==> src/rtl/fsf_pkg.sv <==
// fsf_pkg: shared constants, command codes and the job record for the shape fill engine
// no dependencies; imported by every other file of the block

package fsf_pkg;

	// frame store geometry
	localparam int MAX_WIDTH  = 64;
	localparam int MAX_HEIGHT = 64;
	localparam int DEPTH      = MAX_WIDTH * MAX_HEIGHT;
	localparam int ADDR_W     = (DEPTH > 1) ? $clog2(DEPTH) : 1;

	// field widths
	localparam int CFG_W     = 7;
	localparam int CFG_IDX_W = 1;
	localparam int CMD_W     = 2;
	localparam int POS_W     = 9;
	localparam int DIM_W     = 8;
	localparam int COLOR_W   = 32;
	localparam int RR_W      = 2 * DIM_W;
	localparam int EXT_W     = 11;
	localparam int DIFF_W    = 10;
	localparam int SQ_W      = 2 * DIFF_W;
	localparam int PROD_W    = 2 * CFG_W;

	// job queue
	localparam int QDEPTH = 2;
	localparam int QPTR_W = (QDEPTH > 1) ? $clog2(QDEPTH) : 1;
	localparam int QCNT_W = $clog2(QDEPTH + 1);

	// register indexes
	localparam logic [CFG_IDX_W-1:0] REG_ACTIVE_WIDTH  = 1'd0;
	localparam logic [CFG_IDX_W-1:0] REG_ACTIVE_HEIGHT = 1'd1;

	localparam logic [CFG_W-1:0] ACTIVE_WIDTH_RST  = 7'd64;
	localparam logic [CFG_W-1:0] ACTIVE_HEIGHT_RST = 7'd64;

	// command codes
	localparam logic [CMD_W-1:0] CMD_FILL_ALL = 2'd0;
	localparam logic [CMD_W-1:0] CMD_RECT     = 2'd1;
	localparam logic [CMD_W-1:0] CMD_DISC     = 2'd2;
	localparam logic [CMD_W-1:0] CMD_READ     = 2'd3;

	// what the back end does with a job
	typedef enum logic [1:0] {
		JOB_SKIP = 2'd0,
		JOB_FILL = 2'd1,
		JOB_DISC = 2'd2,
		JOB_READ = 2'd3
	} job_op_t;

	// classified command, clipped to the active area
	typedef struct packed {
		job_op_t                  op;
		logic [CFG_W-1:0]         x0;
		logic [CFG_W-1:0]         x1;
		logic [CFG_W-1:0]         y0;
		logic [CFG_W-1:0]         y1;
		logic [CFG_W-1:0]         stride;
		logic signed [POS_W-1:0]  px;
		logic signed [POS_W-1:0]  py;
		logic [RR_W-1:0]          rr;
		logic [COLOR_W-1:0]       color;
		logic [ADDR_W-1:0]        addr;
	} job_t;

	// back end status seen by the front end
	typedef struct packed {
		logic clearing;
		logic walking;
	} back_stat_t;

endpackage

==> src/rtl/fsf_queue.sv <==
// fsf_queue: short job queue between the front and back ends
// depends on fsf_pkg for the job record and depth

module fsf_queue (
	input  logic          clk,
	input  logic          arst_n,
	input  logic          push,
	input  fsf_pkg::job_t push_job,
	input  logic          pop,
	output logic          full,
	output logic          valid,
	output fsf_pkg::job_t head
);
	import fsf_pkg::*;

	job_t              entry_q [QDEPTH];
	logic [QPTR_W-1:0] wr_ptr_q;
	logic [QPTR_W-1:0] rd_ptr_q;
	logic [QCNT_W-1:0] cnt_q;

	assign full  = (cnt_q == QCNT_W'(QDEPTH));
	assign valid = (cnt_q != '0);
	assign head  = entry_q[rd_ptr_q];

	// storage
	always_ff @(posedge clk) begin
		if (push) entry_q[wr_ptr_q] <= push_job;
	end

	// pointers and fill count
	always_ff @(posedge clk or negedge arst_n) begin
		if (!arst_n) begin
			wr_ptr_q <= '0;
			rd_ptr_q <= '0;
			cnt_q    <= '0;
		end else begin
			if (push) begin
				if (wr_ptr_q == QPTR_W'(QDEPTH - 1)) wr_ptr_q <= '0;
				else wr_ptr_q <= wr_ptr_q + QPTR_W'(1);
			end
			if (pop) begin
				if (rd_ptr_q == QPTR_W'(QDEPTH - 1)) rd_ptr_q <= '0;
				else rd_ptr_q <= rd_ptr_q + QPTR_W'(1);
			end
			if (push && !pop) cnt_q <= cnt_q + QCNT_W'(1);
			else if (pop && !push) cnt_q <= cnt_q - QCNT_W'(1);
		end
	end

endmodule

==> config.mk <==
export PLATFORM = sky130hd
export DESIGN_NAME = fsf_queue
export DESIGN_NICKNAME = d
export VERILOG_FILES = /design/src/rtl/fsf_pkg.sv /design/src/rtl/fsf_queue.sv
export SDC_FILE = /design/constraint.sdc
export NUM_CORES = 1
export LEC_CHECK = 0
export BUFFER_PORTS_ARGS = -buffer_cell sky130_fd_sc_hd__buf_4
export CAP_MARGIN = 30
export CORE_ASPECT_RATIO = 0.6
export CORE_MARGIN = 3
export CORE_UTILIZATION = 55
export CTS_CLUSTER_DIAMETER = 80
export DETAILED_ROUTE_END_ITERATION = 6
export GPL_TIMING_DRIVEN = 0
export PLACE_DENSITY = 0.83
export RECOVER_POWER = 100
export SLEW_MARGIN = 20
export SYNTH_ARGS = -nofsm -noshare
export SYNTH_HDL_FRONTEND = slang
export SYNTH_SLANG_ARGS = --single-unit
==> constraint.sdc <==
create_clock -name clk -period 12.5 [get_ports clk]
set_input_delay 0.625 -clock clk [delete_from_list [all_inputs] [get_ports clk]]
set_output_delay 0.625 -clock clk [all_outputs]
set_load 0.03 [all_outputs]
## After elaboration in Yosys (flattened, before gate mapping)

Memory sizes are Yosys's and may differ from the RTL's.
Index checks and enable logic that the tools add are counted.

- Register bits: 4
- Bits in writable memories: 230
- Word-level logic and storage cells: 21
- Memories kept: 1

Memories:

| name | depth | bits a word | read ports | clocked after Yosys merged registers in | wr ports | RTL line | source |
|---|---|---|---|---|---|---|---|
| entry_q | 2 | 115 | 1 | 0 | 1 | fsf_queue.sv:16 | `job_t entry_q [QDEPTH];` |

- Add/sub/neg operators: 4
- Equal/unequal tests: 1
- Multiplexer cells: 6
- Reduce and logical (&&, ||, !) cells: 6

Operators with widths:

| kind | number |
|---|---|
| 1-bit two-way mux | 4 |
| 2-bit two-way mux | 2 |
| 2-bit nonzero test | 2 |
| 1-bit adder (second input constant) | 2 |
| 2-bit by 1-bit adder with 2-bit output (second input constant) | 1 |
| 2-bit equality test (second input constant) | 1 |
| 1-bit logical AND | 2 |
| 1-bit zero test | 2 |
| 2-bit by 1-bit subtractor with 2-bit output (second input constant) | 1 |

## Logic depth before layout (Yosys ltp)

- Depth in word-level cells: 4
- Depth in mapped cells: 5
- Gate-level depth less buffers: 5

## Worst setup path before layout

No wires, ideal clock.

- Kind: input -> register
- Start: input port push
- End: memory entry_q[0][0] in the netlist's numbering, enable pin
- Arrival time: 5.618 ns
- Required time: 11.896 ns
- Path slack: 6.278 ns
- Stages on the path: 1
- Path buffers: 0
- Cells stage by stage: nor2b_1

- Cells in the longest elaborated chain, start to end: 2

Ends and longest elaborated chain:

| item | RTL line | source |
|---|---|---|
| from (decl) | fsf_queue.sv:7 | `input logic push,` |
| 1-bit two-way mux | fsf_queue.sv:27 | `if (push) entry_q[wr_ptr_q] <= push_job;` |
| 1-bit two-way mux (not written as such) | fsf_queue.sv:27 |  |
| to (decl) | fsf_queue.sv:16 |  |

No other way between the ends.

## Final worst setup path

- Start: register wr_ptr_q
- End: memory entry_q[0][78] in the netlist's numbering, enable pin

RTL lines:

| item | RTL line | source |
|---|---|---|
| from (decl) | fsf_queue.sv:17 | `logic [QPTR_W-1:0] wr_ptr_q;` |
| from (signal assigned) | fsf_queue.sv:39 | `else wr_ptr_q <= wr_ptr_q + QPTR_W'(1);` |

No word-level cell before the write port.

==> impl_metrics.yaml <==
pwr:
  clkPwrFrac_pct: 21.5
  swShare_pct: 35.58
  p_leak_nw: 3.805
  ir_drop_v: 0.0001805
  p_per_area_nw_per_um2: 241.4
  power_frac_seq_pct: 41.9
  switching_power_uw: 920.9
  p_comb_share_pct: 36.5
  p_int_mw: 1.667
grt:
  grt_max_degree: 56
  overflow: 0
  grt_pass1_wl_um: 25340
  antenna_found_initial: 0
  grt_pass1_vias: 4674
  grt_use_total_pct: 19.15
worst_setup_path:
  worstPathRequired_ns: 12.59
  critPathLaunchType: "flop"
  reg2regPathDepth: 3
  path_class: "flop to flop"
  cp_data_arrival_time_ns: 4.52
  rr_endpoint: "entry_q[0][78]"
  worstPathMaxFanout: 24
  worstReg2RegStart: "wr_ptr_q"
  ff2ff_setup_slack_ns: 8.07
  crit_path_start: "wr_ptr_q"
  cp-end-kind: "flop"
  endpoint: "entry_q[0][78]"
synthesis:
  synth_area_um2: 8643
  ys_seq_area_share_pct: 81.07
  postSynth.asyncResetShare_pct: 1.709
  ys_seq_elements: 234
  ys_warn_count: 0
  synthTopCellsByArea: "edfxtp_1 80%, mux2_2 9.8%, mux2_4 6.9%"
  syn-num-nets: 494
  avgSynthCellArea_um2: 23.11
  synthTopCellsByCount: "230 x edfxtp_1, 75 x mux2_2, 40 x mux2_4, 7 x buf_2, 6 x buf_6"
  synth_top_area_cell: "edfxtp_1"
  synth_edf_count: 230
  syn-instance-count: 374
  synth_most_common_cell: "edfxtp_1"
  yosysUniqueCellTypes: 14
  yosys_most_used_dff: "edfxtp_1"
  synth_top_area_share_pct: 79.91
status:
  status: "complete, but fails checks"
  failed_checks: "capacitance limit, slew limit"
floorplan:
  start_util_pct: 57.89
  coreArea_um2: 14930
  rows: 34
  die_w_um: 167.8
  die_h_um: 103.1
  die_area_um2: 17310
  io_pins: 236
timing:
  timing.setup.tns_ns: 0
  finalMaxSlewViolations: 129
  finalCriticalPeriod_ns: 4.433
  finalWorstSetupSlack_ns: 8.067
  grt_setup_unrepaired: "no"
  worstMarginPinSlew_ns: 3.058
  final_hold_viol_count: 0
  max_freq_ghz: 0.2256
  relSlewSlack_pct: -103.9
  worst_clock_skew_ns: 0.005072
  finalSetupViolCount: 0
  post-route-period-util_pct: 35.47
placed_design:
  io_buffer_count: 235
  dp_hpwl_um: 11970
  dp.cells: 813
  place_congestion: 0.7661
  place_ws_ns: 10.25
cts:
  clock-root-buffer: "clkbuf_16"
  clkTransAtPathRegs_ns: 0.06
  cts_tree: "built"
  clock_path_buffers: 3
  cts_made_buffers: 21
  cts_num_sinks: 234
  h-tree-depth: 1
  insertion_delay_ns: 0.48
  post_cts_resized: 0
drt:
  drcViolationCount: 0
  drt_first_pass_iters: 4
  wl_um: 17030
  vias: 4361
  drtIter0Drc: 309
  detail-route-antenna-nets: 0
  via_per_inst: 5.143
  routedWlPerCell_um: 20.08
layout:
  nets: 759
  fin_cells: 848
  drive_gt1_share_pct: 36.15
  synthToLayoutAreaGrowth_pct: 24.04
  diodes: 0
hold_path:
  hp-class: "primary input to flop"
  min_from: "pop"
job:
  drv_cap: 3
[registers in the layout, summed over array words and instances (netlist names)]
| register | count |
|---|---|
| entry_q | 230 |
| cnt_q | 2 |
| rd_ptr_q | 1 |
| wr_ptr_q | 1 |
[power by group through the flow]
stage                     sequential (mW)  combinational, mW  clock [mW]
after detailed placement             1.09               1.14           0
final                                1.08              0.946       0.558
after global routing                 1.10               1.00       0.609
after global placement               1.12               1.09           0
after floorplan                      1.11              0.738           0
after CTS                            1.08               1.14       0.572
[critical path: stages, from the launching register on]
cell	delay, ns
dfrtp_1	0.40
nor2b_1	1.55
clkbuf_1	1.02
clkbuf_1	1.05
[area by class of cell]
type | count | area (µm²)
timing repair buffer | 242 | 1440
sequential | 234 | 7007
tap | 198 | 247.7
fill | 1011 | 4210
multi-input combinational | 126 | 1395
inverter | 1 | 3.754
clock buffer | 24 | 536.8
buffer | 13 | 48.80
clock inverter | 10 | 42.54
[routing by layer]
metal / vias to the layer above / routed length (µm) / GRT usage (%) / part of all wire [%]
li1: 2017 / - / - / -
met5: - / 0 / 0 / 0
met3: 24 / 1788 / 7.701 / 11
met1: 2122 / 6799 / 24.56 / 40
met4: 0 / 304 / 3.960 / 1.8
met2: 198 / 8135 / 31.72 / 48
[metrics by stage]
| step | hold slack (ns) | power, mW | area [µm²] | util (%) |
|---|---|---|---|---|
| after floorplan | 0.3294 | 1.843 | 8643 | - |
| after global placement | 0.4224 | 2.211 | 10660 | 71.36 |
| after detailed placement | 0.4243 | 2.232 | 10820 | 72.48 |
| after CTS | 0.3045 | 2.795 | 11410 | 76.43 |
| after global routing | 0.3157 | 2.711 | 10720 | 71.80 |
| final | 0.3419 | 2.588 | 10720 | 71.80 |
[placed cells by master, fill, tap and decap left out, drive strengths merged]
master and instances:
or2 1, ha 1, xnor2 1, buf 59
edfxtp 230, clkinv 10, inv 1, and2 1
dlygate4sd3 1, nor2b 2, clkbuf 219, mux2 115
nor2 1, xor2 4, dfrtp 4
[kinds of logic (layout without fill, tap and decap cells)]
group / count (synthesis) / in the layout / share of synthesized area [%]
buffers and inverters: 14 / 290 / 1.230
flip-flops: 234 / 234 / 81.07
AND/OR/NAND/NOR: 5 / 5 / 0.3330
XOR/XNOR: 5 / 5 / 0.5066
adder cells (fa/ha/maj): 1 / 1 / 0.1447
multiplexers: 115 / 115 / 16.72
[how the worst min path moves through the flow]
| stage | end | slack [ns] | depth (start not counted) |
|---|---|---|---|
| CTS | entry_q[0][103] | 0.30 | 1 |
| floorplan | cnt_q[0] | 0.33 | 0 |
| global route | rd_ptr_q | 0.32 | 2 |
| global placement | cnt_q[1] | 0.42 | 1 |
| finish | rd_ptr_q | 0.34 | 2 |
| detailed placement | cnt_q[1] | 0.42 | 1 |
[repair_timing]
action                                 CTS  global route
hold buffers                             1             0
endpoints found under the hold margin    4             0
setup buffers                            0             0
Note: power is estimated with default switching activity, not from simulation.
