==> config.mk <==
export PLATFORM = sky130hd
export DESIGN_NAME = fsf_front_flat
export DESIGN_NICKNAME = d
export VERILOG_FILES = /design/src/rtl/fsf_pkg.sv /design/src/rtl/fsf_ifs.sv /design/src/rtl/fsf_front.sv /design/src/flat_wrapper.sv
export SDC_FILE = /design/constraint.sdc
export NUM_CORES = 1
export LEC_CHECK = 0
export BUFFER_PORTS_ARGS = -buffer_cell sky130_fd_sc_hd__buf_2
export CORE_ASPECT_RATIO = 0.7
export CORE_MARGIN = 10
export CORE_UTILIZATION = 55
export CTS_BUF_LIST = sky130_fd_sc_hd__clkbuf_8
export DETAILED_ROUTE_END_ITERATION = 7
export GPL_TIMING_DRIVEN = 1
export PLACE_DENSITY = 0.84
export SETUP_SLACK_MARGIN = 0.05
export SLEW_MARGIN = 0
export SYNTH_ARGS = -nofsm -noshare
export SYNTH_HDL_FRONTEND = slang
export SYNTH_SLANG_ARGS = --single-unit
==> constraint.sdc <==
create_clock -name clk -period 9.9 [get_ports clk]
set_input_delay 1.98 -clock clk [delete_from_list [all_inputs] [get_ports clk]]
set_output_delay 1.98 -clock clk [all_outputs]
set_load 0.1 [all_outputs]
==> src/rtl/fsf_pkg.sv <==
// fsf_pkg: shared constants, command codes and the job record for the shape fill engine
// no dependencies; imported by every other file of the block

package fsf_pkg;

	// frame store geometry
	localparam int MAX_WIDTH  = 64;
	localparam int MAX_HEIGHT = 64;
	localparam int DEPTH      = MAX_WIDTH * MAX_HEIGHT;
	localparam int ADDR_W     = (DEPTH > 1) ? $clog2(DEPTH) : 1;

	// field widths
	localparam int CFG_W     = 7;
	localparam int CFG_IDX_W = 1;
	localparam int CMD_W     = 2;
	localparam int POS_W     = 9;
	localparam int DIM_W     = 8;
	localparam int COLOR_W   = 32;
	localparam int RR_W      = 2 * DIM_W;
	localparam int EXT_W     = 11;
	localparam int DIFF_W    = 10;
	localparam int SQ_W      = 2 * DIFF_W;
	localparam int PROD_W    = 2 * CFG_W;

	// job queue
	localparam int QDEPTH = 2;
	localparam int QPTR_W = (QDEPTH > 1) ? $clog2(QDEPTH) : 1;
	localparam int QCNT_W = $clog2(QDEPTH + 1);

	// register indexes
	localparam logic [CFG_IDX_W-1:0] REG_ACTIVE_WIDTH  = 1'd0;
	localparam logic [CFG_IDX_W-1:0] REG_ACTIVE_HEIGHT = 1'd1;

	localparam logic [CFG_W-1:0] ACTIVE_WIDTH_RST  = 7'd64;
	localparam logic [CFG_W-1:0] ACTIVE_HEIGHT_RST = 7'd64;

	// command codes
	localparam logic [CMD_W-1:0] CMD_FILL_ALL = 2'd0;
	localparam logic [CMD_W-1:0] CMD_RECT     = 2'd1;
	localparam logic [CMD_W-1:0] CMD_DISC     = 2'd2;
	localparam logic [CMD_W-1:0] CMD_READ     = 2'd3;

	// what the back end does with a job
	typedef enum logic [1:0] {
		JOB_SKIP = 2'd0,
		JOB_FILL = 2'd1,
		JOB_DISC = 2'd2,
		JOB_READ = 2'd3
	} job_op_t;

	// classified command, clipped to the active area
	typedef struct packed {
		job_op_t                  op;
		logic [CFG_W-1:0]         x0;
		logic [CFG_W-1:0]         x1;
		logic [CFG_W-1:0]         y0;
		logic [CFG_W-1:0]         y1;
		logic [CFG_W-1:0]         stride;
		logic signed [POS_W-1:0]  px;
		logic signed [POS_W-1:0]  py;
		logic [RR_W-1:0]          rr;
		logic [COLOR_W-1:0]       color;
		logic [ADDR_W-1:0]        addr;
	} job_t;

	// back end status seen by the front end
	typedef struct packed {
		logic clearing;
		logic walking;
	} back_stat_t;

endpackage

==> src/rtl/fsf_ifs.sv <==
// fsf_req_if and fsf_rsp_if: valid/ready channels for commands and results
// depends on fsf_pkg for the field widths

interface fsf_req_if;
	import fsf_pkg::*;

	logic                     valid;
	logic                     ready;
	logic [CMD_W-1:0]         cmd;
	logic signed [POS_W-1:0]  x_pos;
	logic signed [POS_W-1:0]  y_pos;
	logic [DIM_W-1:0]         box_width;
	logic [DIM_W-1:0]         box_height;
	logic [DIM_W-1:0]         radius;
	logic [COLOR_W-1:0]       color;

	modport source (output valid, cmd, x_pos, y_pos, box_width, box_height, radius, color,
		input ready);
	modport sink (input valid, cmd, x_pos, y_pos, box_width, box_height, radius, color,
		output ready);
endinterface


==> src/rtl/fsf_front.sv <==
// fsf_front: holds the area registers, accepts commands and clips them into jobs
// depends on fsf_pkg and fsf_req_if

module fsf_front (
	input  logic                          clk,
	input  logic                          arst_n,
	fsf_req_if.sink                       req,
	input  logic                          cfg_we,
	input  logic [fsf_pkg::CFG_IDX_W-1:0] cfg_index,
	input  logic [fsf_pkg::CFG_W-1:0]     cfg_wdata,
	input  fsf_pkg::back_stat_t           stat,
	input  logic                          q_full,
	output logic                          q_push,
	output fsf_pkg::job_t                 q_job
);
	import fsf_pkg::*;

	logic [CFG_W-1:0]        active_width_q;
	logic [CFG_W-1:0]        active_height_q;
	logic [CFG_W-1:0]        w_eff;
	logic [CFG_W-1:0]        h_eff;
	logic signed [EXT_W-1:0] w_e, h_e, px_e, py_e, bw_e, bh_e, r_e;
	logic signed [EXT_W-1:0] lo_x, hi_x, lo_y, hi_y;
	logic signed [EXT_W-1:0] cx0, cx1, cy0, cy1;
	logic                    nonempty;
	logic [CFG_W-1:0]        col;
	logic [PROD_W-1:0]       row_base;
	logic [PROD_W-1:0]       addr_sum;

	// area registers
	always_ff @(posedge clk or negedge arst_n) begin
		if (!arst_n) begin
			active_width_q  <= ACTIVE_WIDTH_RST;
			active_height_q <= ACTIVE_HEIGHT_RST;
		end else if (cfg_we) begin
			case (cfg_index)
				REG_ACTIVE_WIDTH:  active_width_q  <= cfg_wdata;
				REG_ACTIVE_HEIGHT: active_height_q <= cfg_wdata;
				default: ;
			endcase
		end
	end

	// effective area, limited to the store size
	always_comb begin
		if (32'(active_width_q) > MAX_WIDTH) w_eff = CFG_W'(MAX_WIDTH);
		else w_eff = active_width_q;
		if (32'(active_height_q) > MAX_HEIGHT) h_eff = CFG_W'(MAX_HEIGHT);
		else h_eff = active_height_q;
	end

	// handshake: no transfer during the clearing pass or with the queue full
	assign req.ready = !stat.clearing && !q_full;
	assign q_push    = req.valid && req.ready;

	// unclipped box of the command; a read is a one-pixel box
	always_comb begin
		w_e  = signed'(EXT_W'(w_eff));
		h_e  = signed'(EXT_W'(h_eff));
		px_e = EXT_W'(req.x_pos);
		py_e = EXT_W'(req.y_pos);
		bw_e = signed'(EXT_W'(req.box_width));
		bh_e = signed'(EXT_W'(req.box_height));
		r_e  = signed'(EXT_W'(req.radius));
		case (req.cmd)
			CMD_FILL_ALL: begin
				lo_x = '0;
				hi_x = w_e;
				lo_y = '0;
				hi_y = h_e;
			end
			CMD_RECT: begin
				lo_x = px_e;
				hi_x = px_e + bw_e;
				lo_y = py_e;
				hi_y = py_e + bh_e;
			end
			CMD_DISC: begin
				lo_x = px_e - r_e;
				hi_x = px_e + r_e;
				lo_y = py_e - r_e;
				hi_y = py_e + r_e;
			end
			CMD_READ: begin
				lo_x = px_e;
				hi_x = px_e + EXT_W'(1);
				lo_y = py_e;
				hi_y = py_e + EXT_W'(1);
			end
			default: begin
				lo_x = '0;
				hi_x = '0;
				lo_y = '0;
				hi_y = '0;
			end
		endcase
	end

	// clip to the active area
	always_comb begin
		cx0 = (lo_x < 0) ? '0 : lo_x;
		cy0 = (lo_y < 0) ? '0 : lo_y;
		cx1 = (hi_x > w_e) ? w_e : hi_x;
		cy1 = (hi_y > h_e) ? h_e : hi_y;
		nonempty = (cx0 < cx1) && (cy0 < cy1);
	end

	// start address: first row base for draws, pixel address for reads
	always_comb begin
		col      = (req.cmd == CMD_READ) ? cx0[CFG_W-1:0] : '0;
		row_base = PROD_W'(cy0[CFG_W-1:0]) * PROD_W'(w_eff);
		addr_sum = row_base + PROD_W'(col);
	end

	// job record
	always_comb begin
		q_job.x0     = cx0[CFG_W-1:0];
		q_job.x1     = cx1[CFG_W-1:0];
		q_job.y0     = cy0[CFG_W-1:0];
		q_job.y1     = cy1[CFG_W-1:0];
		q_job.stride = w_eff;
		q_job.px     = req.x_pos;
		q_job.py     = req.y_pos;
		q_job.rr     = RR_W'(req.radius) * RR_W'(req.radius);
		q_job.color  = req.color;
		q_job.addr   = ADDR_W'(addr_sum);
		if (!nonempty) begin
			q_job.op = JOB_SKIP;
		end else begin
			case (req.cmd)
				CMD_FILL_ALL: q_job.op = JOB_FILL;
				CMD_RECT:     q_job.op = JOB_FILL;
				CMD_DISC:     q_job.op = JOB_DISC;
				CMD_READ:     q_job.op = JOB_READ;
				default:      q_job.op = JOB_SKIP;
			endcase
		end
	end

endmodule

==> src/flat_wrapper.sv <==
// flat-port wrapper written by rule: the top's interface ports become plain ports
module fsf_front_flat import fsf_pkg::*;
  (clk, arst_n, cfg_we, cfg_index, cfg_wdata, stat, q_full, q_push, q_job, req_valid, req_cmd, req_x_pos, req_y_pos, req_box_width, req_box_height, req_radius, req_color, req_ready);
  fsf_req_if req_i ();
  input  logic clk;
  input  logic arst_n;
  input  logic cfg_we;
  input  logic [fsf_pkg::CFG_IDX_W-1:0] cfg_index;
  input  logic [fsf_pkg::CFG_W-1:0] cfg_wdata;
  input  fsf_pkg::back_stat_t stat;
  input  logic q_full;
  output logic q_push;
  output fsf_pkg::job_t q_job;
  input wire logic [$bits(req_i.valid)-1:0] req_valid;
  input wire logic [$bits(req_i.cmd)-1:0] req_cmd;
  input wire logic [$bits(req_i.x_pos)-1:0] req_x_pos;
  input wire logic [$bits(req_i.y_pos)-1:0] req_y_pos;
  input wire logic [$bits(req_i.box_width)-1:0] req_box_width;
  input wire logic [$bits(req_i.box_height)-1:0] req_box_height;
  input wire logic [$bits(req_i.radius)-1:0] req_radius;
  input wire logic [$bits(req_i.color)-1:0] req_color;
  output wire logic [$bits(req_i.ready)-1:0] req_ready;
  assign req_i.valid = req_valid;
  assign req_i.cmd = req_cmd;
  assign req_i.x_pos = req_x_pos;
  assign req_i.y_pos = req_y_pos;
  assign req_i.box_width = req_box_width;
  assign req_i.box_height = req_box_height;
  assign req_i.radius = req_radius;
  assign req_i.color = req_color;
  assign req_ready = req_i.ready;
  fsf_front u_core (.clk(clk), .arst_n(arst_n), .req(req_i), .cfg_we(cfg_we), .cfg_index(cfg_index), .cfg_wdata(cfg_wdata), .stat(stat), .q_full(q_full), .q_push(q_push), .q_job(q_job));
endmodule
Word-level counts from Yosys, hierarchy flattened
Index checks and enable logic that the tools add are counted.
W data, S select, Z words.
{ "op_classes": {"n_mux": 13, "n_reduce_logical": 10, "mul": 2, "bitwise_logic": 1, "addsub": 9, "order_cmp": 8, "eq_ne": 3} }
{ "ops": {"columns": ["cell", "count"], "rows": [
  ["$pmux W11 S4", 2],
  ["$pmux W11 S3", 2],
  ["$mux W11", 4],
  ["$add A9 B9 Y10", 4],
  ["$gt A11 B8 Y1", 2],
  ["$lt A11 B1 Y1 const B", 2],
  ["$lt A11 B11 Y1", 2],
  ["$mux W7", 3],
  ["$add A9 B2 Y10 const B", 2],
  ["$sub A9 B9 Y10", 2],
  ["$mul A8 B8 Y16", 1],
  ["$gt A7 B7 Y1 const B", 2],
  ["$add A12 B7 Y12", 1],
  ["$mul A7 B7 Y12", 1],
  ["$pmux W2 S3", 1],
  ["$eq A2 B2 Y1 const B", 2],
  ["$reduce_and A2 Y1", 2],
  ["$reduce_or A2 Y1", 2],
  ["$logic_and A1 B1 Y1", 3],
  ["$eq A2 B1 Y1 const B", 1],
  ["$logic_not A1 Y1", 2],
  ["$logic_not A2 Y1", 1],
  ["$mux W2", 1],
  ["$not A1 Y1", 1]
]} }
{ "word_totals": {"inputBits": 91, "elab_cells": 48, "output_inout_bits": 117, "register_bits": 14} }

Longest topological paths before layout
Gate-level depths: netlist of the first run.
{ "depth": {"depth_word": 8, "mapped_depth": 33, "depth_no_buf": 30} }

Worst setup path before layout of the first run
OpenSTA, ideal clock, no wires.
{ "synth_path": {"path_type": "input-to-output", "start": "in req_cmd[1]", "end": "out q_job[113] (netlist name)", "setup_slack_ns": -2.455, "required_ns": 7.920, "arrival_ns": 10.375, "cell_stages": 32, "cell_sequence": "clkbuf_1 inv_1 nor2_1 clkbuf_1 clkbuf_1 nand2_1 o21ai_0 ha_1 o21ai_1 o21bai_1 a21oi_1 xnor2_1 a21oi_1 inv_1 ha_1 a21o_1 a21oi_1 a21o_1 a31oi_1 a31oi_1 nor2_1 mux2i_1 inv_1 ha_1 a21oi_1 nor2b_1 o21ai_0 nand2b_1 a21oi_1 o221ai_1 or3_1 a2111oi_2"} }
{ "synth_lines": {"columns": ["element", "line_no", "text"], "rows": [
  ["start, declared", "flat_wrapper.sv:15", "input wire logic [$bits(req_i.cmd)-1:0] req_cmd;"],
  ["end, declared", "flat_wrapper.sv:13", "output fsf_pkg::job_t q_job;"]
]} }

==> flow_summary.json, run 1 <==
{
  "run_status": "finished, final reports clean",
  "timing.hold.worst.class": "reg -> reg",
  "initial_core_util_pct": 56.6,
  "required_time_of_the_critical_path_ns": 7.92,
  "post_dp_cell_area_mm2": 0.00810,
  "grt_overflow": 0,
  "cp-startpoint": "req_y_pos[0]",
  "buffer_ports.inserted": 141,
  "placementRows": 34,
  "num_clock_sinks": 14,
  "nets": 1304,
  "ctsHoldBuffers": 0,
  "post_drt_via_cell_ratio": 5.80,
  "routedWlPerCell_um": 17.6,
  "synth_top_family_by_area": "adder cells",
  "skew_ns": 0,
  "timing.final.setup_violations": 0,
  "period_minus_slack_ns": 9.68,
  "ir_worst_vdd_mv": 0.246,
  "timing.reg2reg.setup_slack_ns": 8.77,
  "power.density_mw_per_mm2": 201,
  "route.antenna.remaining_nets": 0,
  "post_synth_fa_ha_maj_area_fraction_pct": 37.3,
  "path_clk_slew_ns": 0.06,
  "max-clock-path-buffers": 2,
  "worst-r2r-cell-count": 2,
  "wirelength_um": 21000,
  "cts_tree": "done",
  "design.core.area_mm2": 0.0125,
  "commonest_cells_after_routing_fill_and_taps_aside": "138 x sky130_fd_sc_hd__inv_1, 134 x sky130_fd_sc_hd__buf_2, 111 x sky130_fd_sc_hd__ha_1",
  "critPathMaxFanout": 3,
  "dr_total_vias": 6948,
  "leakagePower_uw": 0.00443,
  "cts-root-buf": "sky130_fd_sc_hd__clkbuf_8",
  "synthMuxAreaShare_pct": 3.83,
  "synth_area_per_cell_um2": 7.61,
  "cp_num_buf_inv": 6,
  "via_count_of_the_first_global_routing_pass": 6711,
  "place.gp.congestion": 0.953,
  "numCtsBuffers": 3,
  "worst-slew-pin-transition_ns": 0.754,
  "number_of_antenna_violations_at_the_first_check_in_global_routing": 0,
  "finish.instance_area_mm2": 0.00832,
  "async_s_r_ff_share_synth_pct": 100,
  "yosys.area_share.simple_pct": 17.3,
  "mostFrequentLayoutCell": "sky130_fd_sc_hd__inv_1",
  "antenna_cells_inserted": 0,
  "critPathSlowestCell": "sky130_fd_sc_hd__fa_1",
  "hold_path_startpoint": "u_core.active_height_q[0]",
  "synthFlopType": "sky130_fd_sc_hd__dfrtp_1",
  "wire_length_of_the_first_global_routing_pass_um": 33300,
  "worstSetupEndpointType": "output pin",
  "grt.total_usage_pct": 22.3,
  "worstHoldEndpoint": "u_core.active_height_q[0]",
  "fin_crit_sh_pct": 97.8,
  "die_height_um": 115,
  "floorplan.die_area_mm2": 0.0179,
  "cpPeakStageDelay_ns": 0.55,
  "report.final.hold_viol_count": 0,
  "timing.hold.ws_ns": 0.499,
  "cap_viol_max_count": 0,
  "area.growth.synth_to_final_pct": 17.5,
  "ws_path_type": "in -> out",
  "grt_max_degree": 24,
  "synth_warnings": 0,
  "drc": 0,
  "ys_types": 60,
  "slew_headroom_pct": 49.2,
  "achievable_clock_frequency_mhz": 103,
  "post_synth_inst_count": 931,
  "post_route_cells_drive_above_1_share_pct": 25.2,
  "detailedRoute.firstIterationViolations": 563,
  "hpwl_um": 18200,
  "synth-seq-area-share_pct": 4.98,
  "postSynthNetCount": 1198,
  "finalSetupTns_ns": 0,
  "detail_route.first_pass.iterations": 7,
  "rsz0062_at_grt": "yes",
  "final_max_slew_viol_count": 0,
  "synth_edf_count": 0,
  "worst_r2r_startpoint": "u_core.active_width_q[6]",
  "crit_top_cell": "sky130_fd_sc_hd__fa_1",
  "worst_setup_sp_type": "input pin",
  "regToRegEndpoint": "u_core.active_width_q[6]",
  "synth_seq_cells": 14,
  "worstSkewPairLatency_ns": 0.24,
  "post_synthesis_cell_area_mm2": 0.00708,
  "whs_path_depth": 1,
  "io-pin-count": 208,
  "ctsHtreeMaxLevel": 1,
  "horizontal_die_dimension_um": 156,
  "timing.critical_path.arrival_ns": 7.70,
  "synth-compound-area-share_pct": 17.0,
  "critPathTopFamily": "adder cells",
  "synth_xor_xnor_area_share_pct": 5.19
}
## report_power, final
group | internal (uW) | leakage, uW | switching [uW]
clock | 35.3 | 0.0000288 | 21.2
sequential | 66.6 | 0.000162 | 6.83
combinational | 388 | 0.00424 | 1150
total | 489 | 0.00443 | 1180
## how the worst max path moves through the flow
| stage | to | slack, ns | cells past startpoint |
|---|---|---|---|
| floorplan | q_job[113] | -0.12 | 32 |
| finish | q_job[11] | 0.22 | 25 |
| CTS | q_job[11] | 0.09 | 25 |
| detailed placement | q_job[11] | 0.1 | 25 |
| global placement | q_job[11] | 0.18 | 25 |
| global route | q_job[10] | -0.07 | 26 |
## flip-flops by register name (all words and copies together), names as in the netlist
register / cells
u_core.active_height_q: 7
u_core.active_width_q: 7
## per-layer routing
| layer | routed length (um) | global-route usage [%] |
|---|---|---|
| met1 | 9380 | 31.0 |
| met5 | 0 | 0 |
| met4 | 241 | 2.36 |
| met2 | 9080 | 35.5 |
| met3 | 2320 | 5.45 |
## stage by stage
step | instances | total power [uW] | setup WS (ns) | util, %
floorplan | 931 | 1390 | -0.119 | -
global placement | 1189 | 1560 | 0.185 | 64.8
finish | 1198 | 1670 | 0.221 | 66.6
detailed placement | 1189 | 1590 | 0.0971 | 64.8
CTS | 1193 | 1650 | 0.0880 | 65.2
global route | 1198 | 1770 | -0.0710 | 66.6
## cell usage after synthesis (3+ instances only)
library cell	number	area, um2
sky130_fd_sc_hd__o22ai_1	5	31.3
sky130_fd_sc_hd__a21o_1	24	180
sky130_fd_sc_hd__nand3_1	9	45.0
sky130_fd_sc_hd__o21a_1	8	60.1
sky130_fd_sc_hd__a21oi_1	54	270
sky130_fd_sc_hd__mux2_2	17	191
sky130_fd_sc_hd__or3_1	7	43.8
sky130_fd_sc_hd__or2_2	4	25.0
sky130_fd_sc_hd__nand2b_1	9	56.3
sky130_fd_sc_hd__nor4_1	3	18.8
sky130_fd_sc_hd__dfrtp_1	12	300
sky130_fd_sc_hd__o21ai_1	3	15.0
sky130_fd_sc_hd__o21bai_1	4	30.0
sky130_fd_sc_hd__xor2_1	12	105
sky130_fd_sc_hd__a31oi_1	5	31.3
sky130_fd_sc_hd__nor3_1	15	75.1
sky130_fd_sc_hd__fa_1	59	1180
sky130_fd_sc_hd__nor2_1	103	387
sky130_fd_sc_hd__a311oi_1	4	35.0
sky130_fd_sc_hd__xnor2_1	30	263
sky130_fd_sc_hd__nand2_1	74	278
sky130_fd_sc_hd__o21ai_0	43	215
sky130_fd_sc_hd__ha_1	117	1460
sky130_fd_sc_hd__a2111oi_2	3	45.0
sky130_fd_sc_hd__inv_1	146	548
sky130_fd_sc_hd__mux2i_1	8	80.1
sky130_fd_sc_hd__a22oi_1	7	52.6
sky130_fd_sc_hd__buf_4	52	390
sky130_fd_sc_hd__and3_1	3	18.8
sky130_fd_sc_hd__nor2b_1	19	119
sky130_fd_sc_hd__clkbuf_1	18	67.6
sky130_fd_sc_hd__nand4_1	4	25.0
sky130_fd_sc_hd__and2_1	11	68.8
sky130_fd_sc_hd__a211oi_1	3	22.5
## timing repair
action	in CTS	in global routing
resized for setup	0	34
setup endpoints to repair	0	6
buffers inserted	0	5
## kinds of logic after synthesis
group                      after synthesis
AOI/OAI and AO/OA                      187
xor gates and xnor gates                42
adders and majority gates              176
buffers and inverters                  217
DFF                                     14
muxes                                   25
other                                    1
and+or+nand+nor                        269
## layout make-up
| cell class | instances | area (um2) |
|---|---|---|
| Multi-Input combinational cell | 700 | 6090 |
| Fill cell | 1072 | 4180 |
| Timing Repair Buffer | 172 | 1040 |
| Inverter | 146 | 578 |
| Sequential cell | 14 | 353 |
| Tap cell | 162 | 203 |
| Clock buffer | 4 | 55.1 |
No activity file was read; power rests on OpenSTA's default activity.
==> run 2, diff against run 1 <==
CORE_MARGIN = 2   (was 10)
==> run 2 against run 1 <==
- clock skew unchanged
- wire length decreased by 7.1%
- sequential cell count unchanged
- largest power group unchanged
- highest routed layer unchanged
==> flow_summary.json, run 2 (same netlist as run 1, synthesis figures left out) <==
{
  "run_status": "finished, final reports clean",
  "numCtsBuffers": 3,
  "report.final.hold_viol_count": 0,
  "nets": 1302,
  "ctsHtreeMaxLevel": 1,
  "design.core.area_mm2": 0.0125,
  "required_time_of_the_critical_path_ns": 7.92,
  "achievable_clock_frequency_mhz": 104,
  "cts-root-buf": "sky130_fd_sc_hd__clkbuf_8",
  "cap_viol_max_count": 0,
  "drc": 0,
  "post_drt_via_cell_ratio": 5.74,
  "rsz0062_at_grt": "yes",
  "hpwl_um": 16900,
  "mostFrequentLayoutCell": "sky130_fd_sc_hd__inv_1",
  "number_of_antenna_violations_at_the_first_check_in_global_routing": 0,
  "critPathMaxFanout": 5,
  "fillers": 1082,
  "worst_setup_sp_type": "input pin",
  "path_clk_slew_ns": 0.06,
  "final_util_pct": 66.6,
  "timing.critical_path.arrival_ns": 7.67,
  "power.density_mw_per_mm2": 199,
  "worstSkewPairLatency_ns": 0.24,
  "detailedRoute.firstIterationViolations": 530,
  "post_route_cells_drive_above_1_share_pct": 25.4,
  "timing.final.setup_violations": 0,
  "grt.total_usage_pct": 28.0,
  "post-place-cells": 1191,
  "period_minus_slack_ns": 9.65,
  "slew_headroom_pct": 54.7,
  "grt_overflow": 0,
  "final_max_slew_viol_count": 0,
  "cts_tree": "done",
  "initial_core_util_pct": 56.6,
  "num_clock_sinks": 14,
  "finalSetupTns_ns": 0,
  "commonest_cells_after_routing_fill_and_taps_aside": "138 x sky130_fd_sc_hd__inv_1, 134 x sky130_fd_sc_hd__buf_2, 112 x sky130_fd_sc_hd__ha_1",
  "ws_path_type": "in -> out",
  "io-pin-count": 208,
  "wirelength_um": 19500,
  "area.growth.synth_to_final_pct": 17.6,
  "routedWlPerCell_um": 16.3,
  "leakagePower_uw": 0.00444,
  "worstSetupEndpointType": "output pin",
  "timing.hold.ws_ns": 0.503,
  "grt_max_degree": 24,
  "ff_latch_area_um2": 353,
  "worst-slew-pin-transition_ns": 0.672,
  "dr_total_vias": 6861,
  "via_count_of_the_first_global_routing_pass": 6507,
  "max-clock-path-buffers": 2,
  "antenna_cells_inserted": 0,
  "post_layout_nonfiller_instances": 1196,
  "buffer_ports.inserted": 141,
  "route.antenna.remaining_nets": 0,
  "biggest_regs": "u_core.active_height_q: 7 flops, u_core.active_width_q: 7 flops",
  "fin_crit_sh_pct": 97.5,
  "detail_route.first_pass.iterations": 6,
  "horizontal_die_dimension_um": 140,
  "ir_worst_vdd_mv": 0.295,
  "multiInputGateArea_mm2": 0.00612,
  "floorplan.die_area_mm2": 0.0138,
  "wire_length_of_the_first_global_routing_pass_um": 31800,
  "placementRows": 34,
  "skew_ns": 0,
  "die_height_um": 99.0,
  "timing.hold.worst.class": "reg -> reg",
  "place.gp.congestion": 0.945
}
## run 2: cell types whose count changed in the layout (fill, tap and decap cells not counted), sizes merged
cell | before | now
buf | 172 | 170
## run 2: path summary, 6_finish.rpt
kind                                      startpoint                         to  cells after the start  slack (ns)
setup / recovery                       req_radius[1]                  q_job[10]                     26        0.25
hold / removal             u_core.active_height_q[0]  u_core.active_height_q[0]                      1        0.50
setup reg to reg            u_core.active_width_q[6]   u_core.active_width_q[6]                      2        8.76
hold reg to reg            u_core.active_height_q[0]  u_core.active_height_q[0]                      1        0.50
max in group asynchronous                     arst_n   u_core.active_width_q[6]                      1        7.99
min in group asynchronous                     arst_n  u_core.active_height_q[0]                      1        1.62
## run 2: what timing repair did
| action | 4_1_cts | 5_1_grt |
|---|---|---|
| gates resized for setup | 4 | 33 |
| endpoints found under the hold margin | 0 | 0 |
| pin swaps | 1 | 11 |
| endpoints found under the setup margin | 1 | 6 |
| setup buffers | 0 | 1 |
| hold buffers | 0 | 0 |
## run 2: report_power, final
group	total, uW	switching, uW	internal (uW)
Clock	55.1	19.9	35.2
Sequential	73.5	6.88	66.6
Combinational	1530	1140	386
Total	1660	1170	488
## run 2: through the flow
step | setup WS (ns) | power [uW] | area, um2
6_report | 0.249 | 1660 | 8330
5_1_grt | 0.0355 | 1760 | 8330
4_1_cts | 0.0559 | 1640 | 8190
3_5_place_dp | -0.0364 | 1570 | 8120
3_3_place_gp | 0.168 | 1560 | 8120
2_1_floorplan | -0.119 | 1390 | 7420
## run 2: final cells by class
class / count / share of cell area (%)
multi-input combinational: 700 / 73.4
clock buffer: 4 / 0.661
sequential: 14 / 4.23
inverter: 146 / 6.94
tap: 162 / 2.43
timing repair buffer: 170 / 12.3
## run 2: layer usage
layer	up-vias	share of wire (%)	GRT usage, %
met4	0	1.3	4.08
li1	3273	-	-
met5	-	0	0
met3	30	10	3.64
met2	336	43	44.0
met1	3222	46	42.3
## run 2: worst max-delay path, cell delays in order
cell	delay, ns
sky130_fd_sc_hd__buf_2	0.12
sky130_fd_sc_hd__clkinvlp_4	0.15
sky130_fd_sc_hd__ha_4	0.23
sky130_fd_sc_hd__nor2b_4	0.12
sky130_fd_sc_hd__o31a_1	0.30
sky130_fd_sc_hd__o211ai_1	0.25
sky130_fd_sc_hd__a21oi_2	0.15
sky130_fd_sc_hd__nor2_4	0.18
sky130_fd_sc_hd__a21o_1	0.34
sky130_fd_sc_hd__clkinvlp_4	0.17
sky130_fd_sc_hd__nand2_1	0.11
sky130_fd_sc_hd__fa_1	0.44
sky130_fd_sc_hd__fa_1	0.49
sky130_fd_sc_hd__inv_1	0.05
sky130_fd_sc_hd__fa_1	0.52
sky130_fd_sc_hd__inv_1	0.05
sky130_fd_sc_hd__fa_1	0.48
sky130_fd_sc_hd__inv_2	0.04
sky130_fd_sc_hd__ha_4	0.22
sky130_fd_sc_hd__a21boi_1	0.15
sky130_fd_sc_hd__o21ai_0	0.22
sky130_fd_sc_hd__nand2b_1	0.11
sky130_fd_sc_hd__a21o_1	0.22
sky130_fd_sc_hd__a21oi_4	0.21
sky130_fd_sc_hd__xnor2_4	0.15
sky130_fd_sc_hd__buf_12	0.19
